## config.mk

```make
export PLATFORM = sky130hd
export DESIGN_NAME = sssp_vertex_message_engine_unit
export DESIGN_NICKNAME = d
export VERILOG_FILES = /design/src/sv/svme_pkg.sv /design/src/sv/svme_ram.sv /design/src/sv/svme_succ.sv /design/src/sv/svme_obuf.sv /design/src/sv/sssp_vertex_message_engine_unit.sv
export SDC_FILE = /design/constraint.sdc
export NUM_CORES = 2
export LEC_CHECK = 0
export BUFFER_PORTS_ARGS = -buffer_cell sky130_fd_sc_hd__buf_4
export CORE_MARGIN = 4
export CORE_UTILIZATION = 40
export DETAILED_ROUTE_END_ITERATION = 16
export MAX_ROUTING_LAYER = met4
export REMOVE_ABC_BUFFERS = 1
export SKIP_LAST_GASP = 1
export SLEW_MARGIN = 0
export SYNTH_ARGS = -nofsm -noshare
export SYNTH_HDL_FRONTEND = slang
export SYNTH_HIERARCHICAL = 1
export SYNTH_SLANG_ARGS = --single-unit
```

## constraint.sdc

```tcl
create_clock -name clk -period 4.9 [get_ports clk]
set_clock_uncertainty 0.05 [all_clocks]
set_input_delay 1.225 -clock clk [delete_from_list [all_inputs] [get_ports clk]]
set_output_delay 1.225 -clock clk [all_outputs]
set_load 0.02 [all_outputs]
```

## src/sv/svme_pkg.sv

```systemverilog
// Shared constants, codes and beat types of the vertex message engine.
package svme_pkg;

	localparam int MAX_NODES  = 256;
	localparam int MAX_DEGREE = 16;

	localparam int NODE_AW = $clog2(MAX_NODES);
	localparam int DEG_AW  = (MAX_DEGREE > 1) ? $clog2(MAX_DEGREE) : 1;
	localparam int EC_W    = $clog2(MAX_DEGREE + 1);

	localparam int PEER_W   = 8;
	localparam int WEIGHT_W = 31;
	localparam int EDGE_W   = PEER_W + WEIGHT_W;
	localparam int PAR_W    = 9;
	localparam int SUCC_W   = 9;

	localparam logic [31:0] DIST_INF = 32'h4000_0000;
	localparam logic [31:0] SAT_MAX  = 32'h7FFF_FFFF;
	localparam logic [31:0] NONE_32  = 32'hFFFF_FFFF;
	localparam logic [PAR_W-1:0] NO_PARENT = '1;

	// input item kinds
	localparam logic [2:0] K_EDGE    = 3'd0;
	localparam logic [2:0] K_START   = 3'd1;
	localparam logic [2:0] K_UPDATE  = 3'd2;
	localparam logic [2:0] K_TERM    = 3'd3;
	localparam logic [2:0] K_COLLECT = 3'd4;
	localparam logic [2:0] K_READ    = 3'd5;

	// outgoing message kinds
	localparam logic [2:0] M_STATUS  = 3'd0;
	localparam logic [2:0] M_UPDATE  = 3'd1;
	localparam logic [2:0] M_TOKEN   = 3'd2;
	localparam logic [2:0] M_COLLECT = 3'd3;
	localparam logic [2:0] M_RDATA   = 3'd4;

	// configuration register indexes
	localparam logic [1:0] R_NODE_ID    = 2'd0;
	localparam logic [1:0] R_SOURCE     = 2'd1;
	localparam logic [1:0] R_NODE_COUNT = 2'd2;

	typedef struct packed {
		logic [2:0]  kind;
		logic [7:0]  dest;
		logic [31:0] payload;
	} msg_t;

	typedef struct packed {
		msg_t msg;
		logic last;
		logic finished;
	} res_t;

	typedef struct packed {
		logic              busy;
		logic [SUCC_W-1:0] value;
	} succ_t;

endpackage

```

## src/sv/svme_ram.sv

```systemverilog
// Generic single-port-write, registered-read RAM.
module svme_ram #(
	parameter int WIDTH = 8,
	parameter int DEPTH = 16
) (
	input  logic                     clk,
	input  logic                     we,
	input  logic [$clog2(DEPTH)-1:0] waddr,
	input  logic [WIDTH-1:0]         wdata,
	input  logic                     re,
	input  logic [$clog2(DEPTH)-1:0] raddr,
	output logic [WIDTH-1:0]         rdata
);

	logic [WIDTH-1:0] mem_q [DEPTH];
	logic [WIDTH-1:0] rdata_q;

	always_ff @(posedge clk) begin
		if (we) begin
			mem_q[waddr] <= wdata;
		end
		if (re) begin
			rdata_q <= mem_q[raddr];
		end
	end

	assign rdata = rdata_q;

endmodule

```

## src/sv/svme_succ.sv

```systemverilog
// Ring successor unit: (node_id + 1) mod node_count by shift-and-subtract.
module svme_succ (
	input  logic                clk,
	input  logic                arst_n,
	input  logic                start,
	input  logic [7:0]          node_id,
	input  logic [8:0]          node_count,
	output svme_pkg::succ_t     succ
);

	logic       busy_q;
	logic       load_q;
	logic [3:0] cnt_q;
	logic [8:0] rem_q;
	logic [8:0] div_q;
	logic [16:0] shifted;
	logic        take;

	assign shifted = {8'd0, div_q} << cnt_q;
	assign take    = {8'd0, rem_q} >= shifted;

	always_ff @(posedge clk or negedge arst_n) begin
		if (!arst_n) begin
			busy_q <= 1'b0;
			load_q <= 1'b0;
			cnt_q  <= '0;
			rem_q  <= '0;
			div_q  <= 9'd1;
		end else if (start) begin
			// registers settle on this edge: load on the next one
			busy_q <= 1'b1;
			load_q <= 1'b1;
		end else if (load_q) begin
			load_q <= 1'b0;
			rem_q  <= {1'b0, node_id} + 9'd1;
			div_q  <= (node_count == 9'd0) ? 9'd1 : node_count;
			cnt_q  <= 4'd8;
		end else if (busy_q) begin
			if (take) begin
				rem_q <= rem_q - shifted[8:0];
			end
			if (cnt_q == 4'd0) begin
				busy_q <= 1'b0;
			end else begin
				cnt_q <= cnt_q - 4'd1;
			end
		end
	end

	assign succ.busy  = busy_q;
	assign succ.value = rem_q;

endmodule

```

## src/sv/svme_obuf.sv

```systemverilog
// Output register: holds one result beat and parts the engine from the sink.
module svme_obuf (
	input  logic                clk,
	input  logic                arst_n,
	input  logic                push_valid,
	output logic                push_ready,
	input  svme_pkg::res_t      push_res,
	output logic                out_valid,
	input  logic                out_ready,
	output logic [2:0]          msg_kind,
	output logic [7:0]          dest,
	output logic signed [31:0]  payload,
	output logic                last,
	output logic                finished
);

	logic           valid_q;
	svme_pkg::res_t res_q;

	assign push_ready = !valid_q || out_ready;

	always_ff @(posedge clk or negedge arst_n) begin
		if (!arst_n) begin
			valid_q <= 1'b0;
		end else if (push_ready) begin
			valid_q <= push_valid;
		end
	end

	always_ff @(posedge clk) begin
		if (push_ready && push_valid) begin
			res_q <= push_res;
		end
	end

	assign out_valid = valid_q;
	assign msg_kind  = res_q.msg.kind;
	assign dest      = res_q.msg.dest;
	assign payload   = $signed(res_q.msg.payload);
	assign last      = res_q.last;
	assign finished  = res_q.finished;

endmodule

```

## src/sv/sssp_vertex_message_engine_unit.sv

```systemverilog
// Top level: one shortest-path vertex with edge table, parent table and token ring control.
//
//  channel | handshake               | payload
//  --------+-------------------------+-------------------------------------------
//  cfg     | cfg_valid / cfg_ready   | cfg_index, cfg_data
//  in      | in_valid / in_ready     | kind, peer, value
//  out     | out_valid / out_ready   | msg_kind, dest, payload, last, finished
//
// An item is decoded and then sends its result beats: n beats for a relax
// over n stored edges (plus one more for a ring token), two for a token forward with a
// parent report, one for every other item.
// Relax beats stream from the edge RAM one entry a cycle, while the sink accepts them.
// After any configuration write the successor unit recomputes with in_ready low.
// Reset clears all control state; the edge and parent tables need no clearing pass.
// A stalled sink holds the current beat and the engine with it; cfg_ready is always high.
module sssp_vertex_message_engine_unit (
	input  logic               clk,
	input  logic               arst_n,
	input  logic               cfg_valid,
	output logic               cfg_ready,
	input  logic [1:0]         cfg_index,
	input  logic [31:0]        cfg_data,
	input  logic               in_valid,
	output logic               in_ready,
	input  logic [2:0]         kind,
	input  logic [7:0]         peer,
	input  logic signed [31:0] value,
	output logic               out_valid,
	input  logic               out_ready,
	output logic [2:0]         msg_kind,
	output logic [7:0]         dest,
	output logic signed [31:0] payload,
	output logic               last,
	output logic               finished
);

	typedef enum logic [2:0] {
		ST_IDLE,
		ST_RELAX,
		ST_TOKEN,
		ST_ONE,
		ST_TWO,
		ST_READ
	} state_t;

	state_t state_q;

	logic [7:0]  node_id_q;
	logic [7:0]  source_q;
	logic [8:0]  count_q;
	logic [31:0] dist_q;
	logic [svme_pkg::PAR_W-1:0] parent_q;
	logic        color_q;
	logic [1:0]  pass_q;
	logic        started_q;
	logic        done_q;
	logic [8:0]  collected_q;
	logic [svme_pkg::EC_W-1:0] edge_cnt_q;
	logic [svme_pkg::EC_W-1:0] idx_q;
	logic        tok_after_q;
	svme_pkg::msg_t res_a_q;
	svme_pkg::msg_t res_b_q;
	logic        has_b_q;
	logic [7:0]  rd_peer_q;
	logic        peer_ok_q;

	svme_pkg::succ_t succ;
	svme_pkg::res_t  push_res;
	logic            push_valid;
	logic            push_ready;
	logic            fire;
	logic            accept;
	logic            cfg_fire;

	logic [svme_pkg::EC_W-1:0]   idx_nxt;
	logic [svme_pkg::DEG_AW-1:0] edge_raddr;
	logic [svme_pkg::EDGE_W-1:0] edge_wdata;
	logic [svme_pkg::EDGE_W-1:0] edge_rdata;
	logic                        edge_we;
	logic [7:0]                  e_nb;
	logic [svme_pkg::WEIGHT_W-1:0] e_w;
	logic [32:0]                 sum;
	logic [31:0]                 relax_val;

	logic [svme_pkg::NODE_AW-1:0] ptab_addr;
	logic [svme_pkg::PAR_W-1:0]   ptab_rdata;
	logic                         ptab_we;
	logic                         ptab_re;
	logic                         peer_ok;

	logic        is_src;
	logic        improve;
	logic        tok_upd;
	logic        has_edges;
	logic        term_token;
	logic        term_restart;
	logic        fwd_ok;
	logic [8:0]  coll_next;
	logic        coll_done;
	logic [31:0] parent_ext;
	svme_pkg::msg_t status_msg;
	svme_pkg::msg_t succ_tok_msg;
	svme_pkg::msg_t fwd_tok_msg;
	svme_pkg::msg_t collect_msg;

	assign cfg_ready = 1'b1;
	assign cfg_fire  = cfg_valid && cfg_ready;
	assign in_ready  = (state_q == ST_IDLE) && !succ.busy;
	assign accept    = in_valid && in_ready;
	assign fire      = push_valid && push_ready;

	svme_succ u_succ (
		.clk        (clk),
		.arst_n     (arst_n),
		.start      (cfg_fire),
		.node_id    (node_id_q),
		.node_count (count_q),
		.succ       (succ)
	);

	// edge table: neighbor in the top bits, clamped weight below
	assign edge_we    = accept && (kind == svme_pkg::K_EDGE)
		&& (edge_cnt_q < svme_pkg::EC_W'(svme_pkg::MAX_DEGREE));
	assign edge_wdata = {peer, value[31] ? {svme_pkg::WEIGHT_W{1'b0}} : value[30:0]};
	assign idx_nxt    = idx_q + svme_pkg::EC_W'(1);
	assign edge_raddr = (state_q != ST_RELAX) ? '0
		: (fire ? idx_nxt[svme_pkg::DEG_AW-1:0] : idx_q[svme_pkg::DEG_AW-1:0]);

	svme_ram #(
		.WIDTH (svme_pkg::EDGE_W),
		.DEPTH (svme_pkg::MAX_DEGREE)
	) u_edge_ram (
		.clk   (clk),
		.we    (edge_we),
		.waddr (edge_cnt_q[svme_pkg::DEG_AW-1:0]),
		.wdata (edge_wdata),
		.re    (1'b1),
		.raddr (edge_raddr),
		.rdata (edge_rdata)
	);

	assign e_nb = edge_rdata[svme_pkg::EDGE_W-1 -: 8];
	assign e_w  = edge_rdata[svme_pkg::WEIGHT_W-1:0];
	assign sum  = {dist_q[31], dist_q} + {2'b00, e_w};
	// saturate on positive overflow only
	assign relax_val = (!sum[32] && sum[31]) ? svme_pkg::SAT_MAX : sum[31:0];

	assign peer_ok   = {24'd0, peer} < 32'(svme_pkg::MAX_NODES);
	assign ptab_addr = svme_pkg::NODE_AW'(peer);
	assign ptab_we   = accept && (kind == svme_pkg::K_COLLECT) && !done_q && peer_ok;
	assign ptab_re   = accept && (kind == svme_pkg::K_READ);

	svme_ram #(
		.WIDTH (svme_pkg::PAR_W),
		.DEPTH (svme_pkg::MAX_NODES)
	) u_parent_ram (
		.clk   (clk),
		.we    (ptab_we),
		.waddr (ptab_addr),
		.wdata (value[svme_pkg::PAR_W-1:0]),
		.re    (ptab_re),
		.raddr (ptab_addr),
		.rdata (ptab_rdata)
	);

	// decode terms, all from state before the item
	assign is_src       = node_id_q == source_q;
	assign improve      = $signed(value) < $signed(dist_q);
	assign tok_upd      = (node_id_q == 8'd0) && !started_q;
	assign has_edges    = edge_cnt_q != '0;
	assign term_token   = color_q & value[0];
	assign term_restart = (value == 32'sd0) && (pass_q == 2'd0)
		&& (node_id_q == 8'd0) && color_q;
	assign fwd_ok       = ({1'b0, node_id_q} + 9'd1) < count_q;
	assign coll_next    = collected_q + 9'd1;
	assign coll_done    = ({1'b0, coll_next} + 10'd1) == {1'b0, count_q};
	assign parent_ext   = {{(32 - svme_pkg::PAR_W){parent_q[svme_pkg::PAR_W-1]}}, parent_q};

	assign status_msg   = '{kind: svme_pkg::M_STATUS, dest: 8'd0, payload: 32'd0};
	assign succ_tok_msg = '{kind: svme_pkg::M_TOKEN, dest: succ.value[7:0],
		payload: {31'd0, term_token}};
	assign fwd_tok_msg  = '{kind: svme_pkg::M_TOKEN, dest: node_id_q + 8'd1,
		payload: {31'd0, term_token}};
	assign collect_msg  = '{kind: svme_pkg::M_COLLECT, dest: source_q, payload: parent_ext};

	always_comb begin
		push_valid           = 1'b0;
		push_res.msg         = status_msg;
		push_res.last        = 1'b1;
		push_res.finished    = done_q;
		case (state_q)
			ST_RELAX: begin
				push_valid       = 1'b1;
				push_res.msg     = '{kind: svme_pkg::M_UPDATE, dest: e_nb, payload: relax_val};
				push_res.last    = (idx_nxt == edge_cnt_q) && !tok_after_q;
			end
			ST_TOKEN: begin
				push_valid       = 1'b1;
				push_res.msg     = '{kind: svme_pkg::M_TOKEN, dest: succ.value[7:0],
					payload: {31'd0, color_q}};
			end
			ST_ONE: begin
				push_valid       = 1'b1;
				push_res.msg     = res_a_q;
				push_res.last    = !has_b_q;
			end
			ST_TWO: begin
				push_valid       = 1'b1;
				push_res.msg     = res_b_q;
			end
			ST_READ: begin
				push_valid       = 1'b1;
				push_res.msg     = '{kind: svme_pkg::M_RDATA, dest: rd_peer_q,
					payload: peer_ok_q
						? {{(32 - svme_pkg::PAR_W){ptab_rdata[svme_pkg::PAR_W-1]}}, ptab_rdata}
						: svme_pkg::NONE_32};
			end
			default: begin
				push_valid       = 1'b0;
			end
		endcase
	end

	svme_obuf u_obuf (
		.clk        (clk),
		.arst_n     (arst_n),
		.push_valid (push_valid),
		.push_ready (push_ready),
		.push_res   (push_res),
		.out_valid  (out_valid),
		.out_ready  (out_ready),
		.msg_kind   (msg_kind),
		.dest       (dest),
		.payload    (payload),
		.last       (last),
		.finished   (finished)
	);

	always_ff @(posedge clk or negedge arst_n) begin
		if (!arst_n) begin
			state_q     <= ST_IDLE;
			node_id_q   <= 8'd0;
			source_q    <= 8'd0;
			count_q     <= 9'd1;
			dist_q      <= svme_pkg::DIST_INF;
			parent_q    <= svme_pkg::NO_PARENT;
			color_q     <= 1'b1;
			pass_q      <= 2'd0;
			started_q   <= 1'b0;
			done_q      <= 1'b0;
			collected_q <= 9'd0;
			edge_cnt_q  <= '0;
			idx_q       <= '0;
			tok_after_q <= 1'b0;
			has_b_q     <= 1'b0;
			peer_ok_q   <= 1'b0;
			rd_peer_q   <= 8'd0;
			res_a_q     <= '0;
			res_b_q     <= '0;
		end else begin
			if (cfg_fire) begin
				case (cfg_index)
					svme_pkg::R_NODE_ID:    node_id_q <= cfg_data[7:0];
					svme_pkg::R_SOURCE:     source_q  <= cfg_data[7:0];
					svme_pkg::R_NODE_COUNT: count_q   <= cfg_data[8:0];
					default: ;
				endcase
			end
			case (state_q)
				ST_IDLE: begin
					if (accept) begin
						res_a_q <= status_msg;
						has_b_q <= 1'b0;
						idx_q   <= '0;
						state_q <= ST_ONE;
						case (kind)
							svme_pkg::K_EDGE: begin
								if (edge_we) begin
									edge_cnt_q <= edge_cnt_q + svme_pkg::EC_W'(1);
								end
							end
							svme_pkg::K_START: begin
								parent_q    <= svme_pkg::NO_PARENT;
								color_q     <= 1'b1;
								pass_q      <= 2'd0;
								started_q   <= 1'b0;
								done_q      <= 1'b0;
								collected_q <= 9'd0;
								tok_after_q <= 1'b0;
								if (is_src) begin
									dist_q <= 32'd0;
									if (has_edges) begin
										state_q <= ST_RELAX;
									end
								end else begin
									dist_q <= svme_pkg::DIST_INF;
								end
							end
							svme_pkg::K_READ: begin
								rd_peer_q <= peer;
								peer_ok_q <= peer_ok;
								state_q   <= ST_READ;
							end
							svme_pkg::K_UPDATE: begin
								if (!done_q) begin
									if (improve) begin
										dist_q   <= value;
										parent_q <= {1'b0, peer};
									end
									if (tok_upd) begin
										pass_q    <= 2'd1;
										started_q <= 1'b1;
									end
									tok_after_q <= tok_upd;
									if (improve && has_edges) begin
										state_q <= ST_RELAX;
									end else if (tok_upd) begin
										state_q <= ST_TOKEN;
									end
								end
							end
							svme_pkg::K_TERM: begin
								if (!done_q) begin
									if (term_restart) begin
										// first token from the ring head
										res_a_q <= '{kind: svme_pkg::M_TOKEN,
											dest: succ.value[7:0], payload: 32'd1};
										pass_q  <= 2'd1;
									end else begin
										color_q <= 1'b1;
										if (pass_q == 2'd2) begin
											if (fwd_ok) begin
												res_a_q <= fwd_tok_msg;
												if (!is_src) begin
													res_b_q <= collect_msg;
													has_b_q <= 1'b1;
												end
											end else if (!is_src) begin
												res_a_q <= collect_msg;
											end
											if (!is_src) begin
												done_q <= 1'b1;
											end
										end else begin
											res_a_q <= succ_tok_msg;
											pass_q  <= term_token ? pass_q + 2'd1 : 2'd0;
										end
									end
								end
							end
							svme_pkg::K_COLLECT: begin
								if (!done_q) begin
									collected_q <= coll_next;
									if (coll_done) begin
										done_q <= 1'b1;
									end
								end
							end
							default: ;
						endcase
					end
				end
				ST_RELAX: begin
					if (fire) begin
						// a lower-numbered neighbor dirties the token color
						if (e_nb < node_id_q) begin
							color_q <= 1'b0;
						end
						idx_q <= idx_nxt;
						if (idx_nxt == edge_cnt_q) begin
							state_q <= tok_after_q ? ST_TOKEN : ST_IDLE;
						end
					end
				end
				ST_ONE: begin
					if (fire) begin
						state_q <= has_b_q ? ST_TWO : ST_IDLE;
					end
				end
				ST_TOKEN, ST_TWO, ST_READ: begin
					if (fire) begin
						state_q <= ST_IDLE;
					end
				end
				default: begin
					state_q <= ST_IDLE;
				end
			endcase
		end
	end

	a_relax_bounds: assert property (@(posedge clk) disable iff (!arst_n)
		state_q == ST_RELAX |-> (edge_cnt_q != '0) && (idx_q < edge_cnt_q))
		else $error("relax index outside stored edges");

	a_item_answers: assert property (@(posedge clk) disable iff (!arst_n)
		accept |=> state_q != ST_IDLE)
		else $error("accepted item produced no result");

	a_two_after_one: assert property (@(posedge clk) disable iff (!arst_n)
		state_q == ST_TWO |-> $past(state_q) == ST_ONE || $past(state_q) == ST_TWO)
		else $error("second result without first");

	a_done_on_decode: assert property (@(posedge clk) disable iff (!arst_n)
		$rose(done_q) |-> $past(accept))
		else $error("done set outside item decode");

	a_no_accept_busy: assert property (@(posedge clk) disable iff (!arst_n)
		succ.busy |-> !accept)
		else $error("item taken while successor is stale");

endmodule
```

### Word-level counts from Yosys, hierarchy flattened

Memory sizes are Yosys's and may differ from the RTL's. A register that Yosys moved wholly into a read port is not among the register bits.
Index checks and enable logic that the tools add are counted.

| word-level totals | value |
|---|---|
| memories | 2 |
| bits in registers | 235 |
| logic and storage cells | 238 |
| bits in writable memories | 2928 |

| cells by class | value |
|---|---|
| muxes and demuxes | 87 |
| $lt $le $gt $ge | 5 |
| bitwise logic cells | 5 |
| equality and inequality tests | 34 |
| shifts and indexed selects | 1 |
| reductions and logical operators | 60 |
| add/subtract/negate cells | 10 |

Memories:

| name | words | width | rd ports | clocked after Yosys merged registers in | wr ports | RTL line | text |
|---|---|---|---|---|---|---|---|
| u_parent_ram.mem_q | 256 | 9 | 1 | 1 | 1 | svme_ram.sv:15 | `logic [WIDTH-1:0] mem_q [DEPTH];` |
| u_edge_ram.mem_q | 16 | 39 | 1 | 1 | 1 | svme_ram.sv:15 |  |

Operators with widths:

| cell | number |
|---|---|
| $pmux 43 s5 | 1 |
| $mux 43 | 4 |
| $mux 32 | 4 |
| $mux 42 | 2 |
| $pmux 32 s2 | 1 |
| $mux 9 | 7 |
| $mux 31 | 2 |
| $pmux 9 s2 | 2 |
| $add 32x32->33 | 1 |
| $logic_not 32->1 | 1 |
| $lt 32x32->1 | 1 |
| $mux 1 | 30 |
| $ne 2x2->1 const B | 12 |
| $mux 2 | 11 |
| $mux 4 | 5 |
| $mux 3 | 6 |
| $ge 9x17->1 | 1 |
| $shl 9x4->17 | 1 |
| $logic_and 1x1->1 | 15 |
| $reduce_and 3->1 | 5 |
| $reduce_and 5->1 | 3 |
| $reduce_and 7->1 | 2 |
| $eq 3x2->1 const B | 4 |
| $eq 3x3->1 const B | 4 |
| other kinds (44) | 77 |

### Logic depth before layout (Yosys ltp)

| depth | value |
|---|---|
| depth in word-level cells | 9 |
| gate-level depth with buffers | 15 |

### Cells and area by module

The synthesis kept the hierarchy.

Modules (own cells, without submodules):

| module | instances | area an instance (um^2) | cells an instance |
|---|---|---|---|
| svme_ram at u_parent_ram | 1 | 89368.2 | 4237 |
| svme_ram at u_edge_ram | 1 | 24576.1 | 1014 |
| sssp_vertex_message_engine_unit | 1 | 10606.4 | 1165 |
| svme_succ | 1 | 2003.2 | 236 |
| svme_obuf | 1 | 1405.1 | 49 |

### Worst setup path before layout

No wires, ideal clock.

| timing | value |
|---|---|
| path kind | input to register |
| start | in in_valid |
| end | mem u_edge_ram/mem_q[0][0] (netlist name) (enable) |
| library setup time | 0.484 ns |
| data required time | 4.366 ns |
| stages | 6 |
| slack | -0.952 ns |
| data arrival time | 5.318 ns |
| path through | and2_1 -> clkbuf_1 -> nand2b_1 -> nor4_2 -> or3b_2 -> nor3_1 |

| on the way | value |
|---|---|
| word-level cells in the longest chain between the ends | 5 |

Ends and longest elaborated chain:

| what | RTL line | text |
|---|---|---|
| start: declaration | sssp_vertex_message_engine_unit.sv:23 | `input logic in_valid,` |
| $logic_and 1x1->1 | sssp_vertex_message_engine_unit.sv:109 | `assign accept = in_valid && in_ready;` |
| $logic_and 1x1->1 | sssp_vertex_message_engine_unit.sv:122 | `assign edge_we = accept && (kind == svme_pkg::K_EDGE)` |
| $logic_and 1x1->1 | sssp_vertex_message_engine_unit.sv:123 | `&& (edge_cnt_q < svme_pkg::EC_W'(svme_pkg::MAX_DEGREE));` |
| via edge_we | sssp_vertex_message_engine_unit.sv:79 | `logic edge_we;` |
| $mux 1 | svme_ram.sv:19 | `if (we) begin` |
| $mux 1 (implied by the code) | svme_ram.sv:20 | `mem_q[waddr] <= wdata;` |
| end: declaration | svme_ram.sv:15 |  |

The timed path passes the listed nets, and every way through them passes these cells.

### Worst setup path after layout

| timing | value |
|---|---|
| start | reg u_succ.cnt_q[0] |
| end | reg u_succ.rem_q[2] |

| on the way | value |
|---|---|
| word-level cells in the longest chain between the ends | 5 |
| elaborated cells on any way between the ends | 8 |
| those cells by class | add/sub: 1; order compare: 1; shift: 1; mux: 3; reduce/logical: 2 |

Ends and longest elaborated chain:

| what | RTL line | text |
|---|---|---|
| start: declaration | svme_succ.sv:13 | `logic [3:0] cnt_q;` |
| start signal: assignment | svme_succ.sv:45 | `cnt_q <= cnt_q - 4'd1;` |
| $shl 9x4->17 (*) | svme_succ.sv:19 | `assign shifted = {8'd0, div_q} << cnt_q;` |
| $sub 9x9->9 | svme_succ.sv:40 | `rem_q <= rem_q - shifted[8:0];` |
| $mux 9 | svme_succ.sv:39 | `if (take) begin` |
| $mux 9 | svme_succ.sv:38 | `end else if (busy_q) begin` |
| $mux 9 | svme_succ.sv:33 | `end else if (load_q) begin` |
| end signal: assignment | svme_succ.sv:35 | `rem_q <= {1'b0, node_id} + 9'd1;` |
| end signal: assignment | svme_succ.sv:40 |  |
| end: declaration | svme_succ.sv:14 | `logic [8:0] rem_q;` |

Mark *: on every way between the ends. The rest lies on a longest branch, timed or not. The select of a mux whose other input is x is not followed.
A chain may end at the register's enable or synchronous reset.

==> out/summary.md <==
• **total CTS buffers** 333
• **WP data arrival** 4740 ps
• **total negative slack for setup checks** 0 ps
• **post-CTS setup buffer count** 0
• **summed instance area of the synthesized netlist** 128,000 um2
• **total of fill cells in the finished design** 26,511
• **area share of the largest cell type after synthesis** 0.709
• **vias in the first global route** 69,043
• **FF-to-FF path depth** 11
• **post-cts sizing count** 0
• **htree depth** 5
• **initial antenna violation count** 11
• **number of placement rows** 207
• **overall overflow remaining after global route** 0
• **Final Hold Viols** 0
• **Die Outline Area** 329,000 um2
• **overall routing resource usage** 0.204
• **DRC marker count from the first detailed-route iteration** 7,425
• **synthesized area divided by synthesized cell count** 19.1 um2
• **most instantiated flip-flop cell in the synthesis netlist** edfxtp_1
• **clock latency on the worst-skew pair** 920 ps
• **ratio of cells with drive above 1 in the final layout** 0.257
• **worst hold path class** in -> async
• **total of warnings raised by yosys** 6
• **post-synthesis sequential area ratio** 0.742
• **Via Count** 68,491
• **Max-Slew Margin vs Limit** 0.148
• **worst slew pin tran** 1280 ps
• **hold_buf cts** 0
• **wire length of the first global-routing pass** 485,000 um
• **required time of the worst setup path** 5640 ps
• **Final Slew Violations** 0
• **Die Ht** 574 um
• **static leakage power** 48.8 nW
• **routed wire length per instance** 28.1 um
• **clock transition at the registers of the reported paths** 60 ps
• **Final setup violation count** 0
• **initial core utilization** 0.402
• **first-pass iteration count of the detailed router** 5
• **post-synthesis cell type count** 98
• **outcome** complete, no violations
• **Startpoint Class** flop
• **highest clock frequency the design can meet** 250 MHz
• **routability cong.** 0.884
• **reg2reg setup slack** 900 ps
• **post-route fraction of the period consumed by the critical path** 0.816
• **final critical-path required period** 4000 ps
• **highest net fanout along the worst path** 18
• **total of max-cap violations** 0
• **signed area change from the synthesized netlist to the final layout** 16.0%
• **width of the die** 574 um
• **Vias per Instance** 5.76
• **total power per unit cell area** 426 nW/um2
• **register area** 94,900 um2
• **TritonCTS clock tree** done
• **synthesis-stage register bit count** 3,187
• **CTS sink count** 3,187
• **maximum clock path buffer count** 4
• **worst supply voltage drop on vdd** 301 uV
• **Worst R2R Start** u_succ/cnt_q[0]
• **post-route ant nets** 0
• **reg-to-reg endpoint** u_succ/rem_q[2]
• **num ports** 130
• **unrepaired setup endpoints after global routing** false
• **async set or reset register ratio after synthesis** 0.0521
• **DRC violation count after routing** 0
• **largest area contributor in the netlist** edfxtp_1
• **Core Footprint** 318,000 um2
• **Final Net Count** 7,612
• **total power** 63.2 mW
• **count of flip-flops with a built-in enable after synthesis** 3,021
• **largest net degree at the start of global routing** 173
• **drt total wl** 334,000 um
• **sort of element at the end of the critical path** flop
• **CTS Root Cell** clkbuf_16
• **area taken by multi-input logic gates** 30,900 um2
• **leading cell types by total area after synthesis** edfxtp_1 71%, mux4_2 11%, dfrtp_1 3.0%
• **buffers added on ports** 105
• **critical path start-end classification** reg -> reg
• **post-synthesis instance total** 6,701
• **detailed placer's ending HPWL** 209,000 um
-- cell usage after synthesis (19+ instances only) --
library cell,n
nand3_1,64
edfxtp_1,3021
inv_1,94
a22o_1,46
nor3_1,56
o21ai_0,142
xor2_1,34
nor2b_1,81
mux2i_1,201
xnor2_1,47
o221ai_1,42
dfrtp_1,153
mux2_2,72
buf_4,39
ha_1,97
mux4_2,624
a31oi_1,19
buf_2,67
buf_6,44
nor4_1,43
nand4_1,30
buf_1,25
o22ai_1,70
a21o_1,21
a211oi_1,40
clkbuf_1,176
nand2b_1,33
nor2_1,387
a22oi_1,262
nand2_1,214
a21oi_1,170
-- power breakdown --
| part | switching, mW | internal, mW | leakage (nW) |
|---|---|---|---|
| Combinational | 4.22 | 3.02 | 14.2 |
| Clock | 10.6 | 14.4 | 5.24 |
| Sequential | 0.500 | 30.5 | 29.4 |
-- layout make-up --
type	instances	area share
diodes	10	0.000169
inverters	96	0.00243
clock inverters	199	0.0142
well taps	4180	0.0352
multi-input cells	3087	0.208
flip-flops and latches	3187	0.639
clock buffers	404	0.0587
repair buffers	726	0.0419
-- how the worst max path moves through the flow --
stage	startpoint	to	slack (ps)	cells past startpoint
final	u_succ/cnt_q[0]	u_succ/rem_q[2]	900	11
after global routing	u_succ/cnt_q[0]	u_succ/rem_q[4]	640	11
after CTS	u_succ/cnt_q[0]	u_succ/rem_q[2]	920	11
after detailed placement	peer[0]	u_parent_ram/rdata[0]	70	10
after global placement	peer[0]	u_parent_ram/rdata[0]	80	10
after floorplan	state_q[0]	u_edge_ram/rdata[0]	-9730	6
-- metrics by stage --
step	cell area, um2	util	std cells	setup slack (ps)	hold WS (ps)
6_report	148000	0.466	11889	902	417
2_1_floorplan	126000	-	6370	-9730	385
3_5_place_dp	138000	0.432	11276	70.7	412
4_1_cts	148000	0.466	11879	919	374
3_3_place_gp	138000	0.432	11276	84.6	399
5_1_grt	148000	0.466	11883	639	396
-- critical path: stages (launching register included) --
cell and delay, ps:
dfrtp_1 750, mux2i_1 190, a21oi_1 310, o211ai_1 190, ha_1 370, and2_1 190, o211ai_1 160, a31oi_1 250
a2111oi_0 110, buf_4 160, o41ai_4 740, mux2_2 420
-- flip-flops by register name, summed over array words and instances (netlist names), 18 cells and up --
register            count
u_edge_ram/rdata       39
u_parent_ram/mem_q   2304
u_obuf/payload         32
res_b_q                18
u_edge_ram/mem_q      624
res_a_q                19
dist_q                 32
-- cells by family (layout without fill, tap and decap cells) --
family,Yosys count,count (layout),share of synthesized area
multiplexers,910,910,0.134
adder cells (fa/ha/maj),99,99,0.00980
XOR/XNOR,81,81,0.00554
buffers and inverters,466,1425,0.0198
AO/OA/AOI/OAI,957,957,0.0517
AND/OR/NAND/NOR,1000,1000,0.0372
flip-flops,3187,3187,0.742
other,1,50,0.0000293
-- layer usage --
| metal | track usage | wire length (um) | vias up |
|---|---|---|---|
| met5 | - | 0 | - |
| li1 | - | - | 28931 |
| met2 | 0.316 | 160000 | 2729 |
| met1 | 0.287 | 141000 | 36356 |
| met4 | 0.0520 | 8460 | 0 |
| met3 | 0.0294 | 24500 | 475 |
-- layout by cell type (no fill, tap or decap), types with 30 or more instances in the layout --
cell          n
a21oi_1     169
a211oi_1     40
buf_4       659
o22ai_1      70
mux4_2      624
xor2_1       34
clkbuf_1     63
o21ai_0     142
dfrtp_1     153
nand2b_1     33
buf_12       55
nand3_1      64
nor2_1      371
inv_1        94
conb_1       40
xnor2_1      47
ha_1         97
clkinv_2     59
a22o_1       46
o221ai_1     42
mux2i_1     201
mux2_2       72
nor3_1       51
a22oi_1     262
edfxtp_1   3021
bufinv_16    31
nor4_1       43
clkinv_1     65
nand4_1      30
nand2_1     214
nor2b_1      75
clkbuf_16   336
Power figures use the tool's default switching activity.
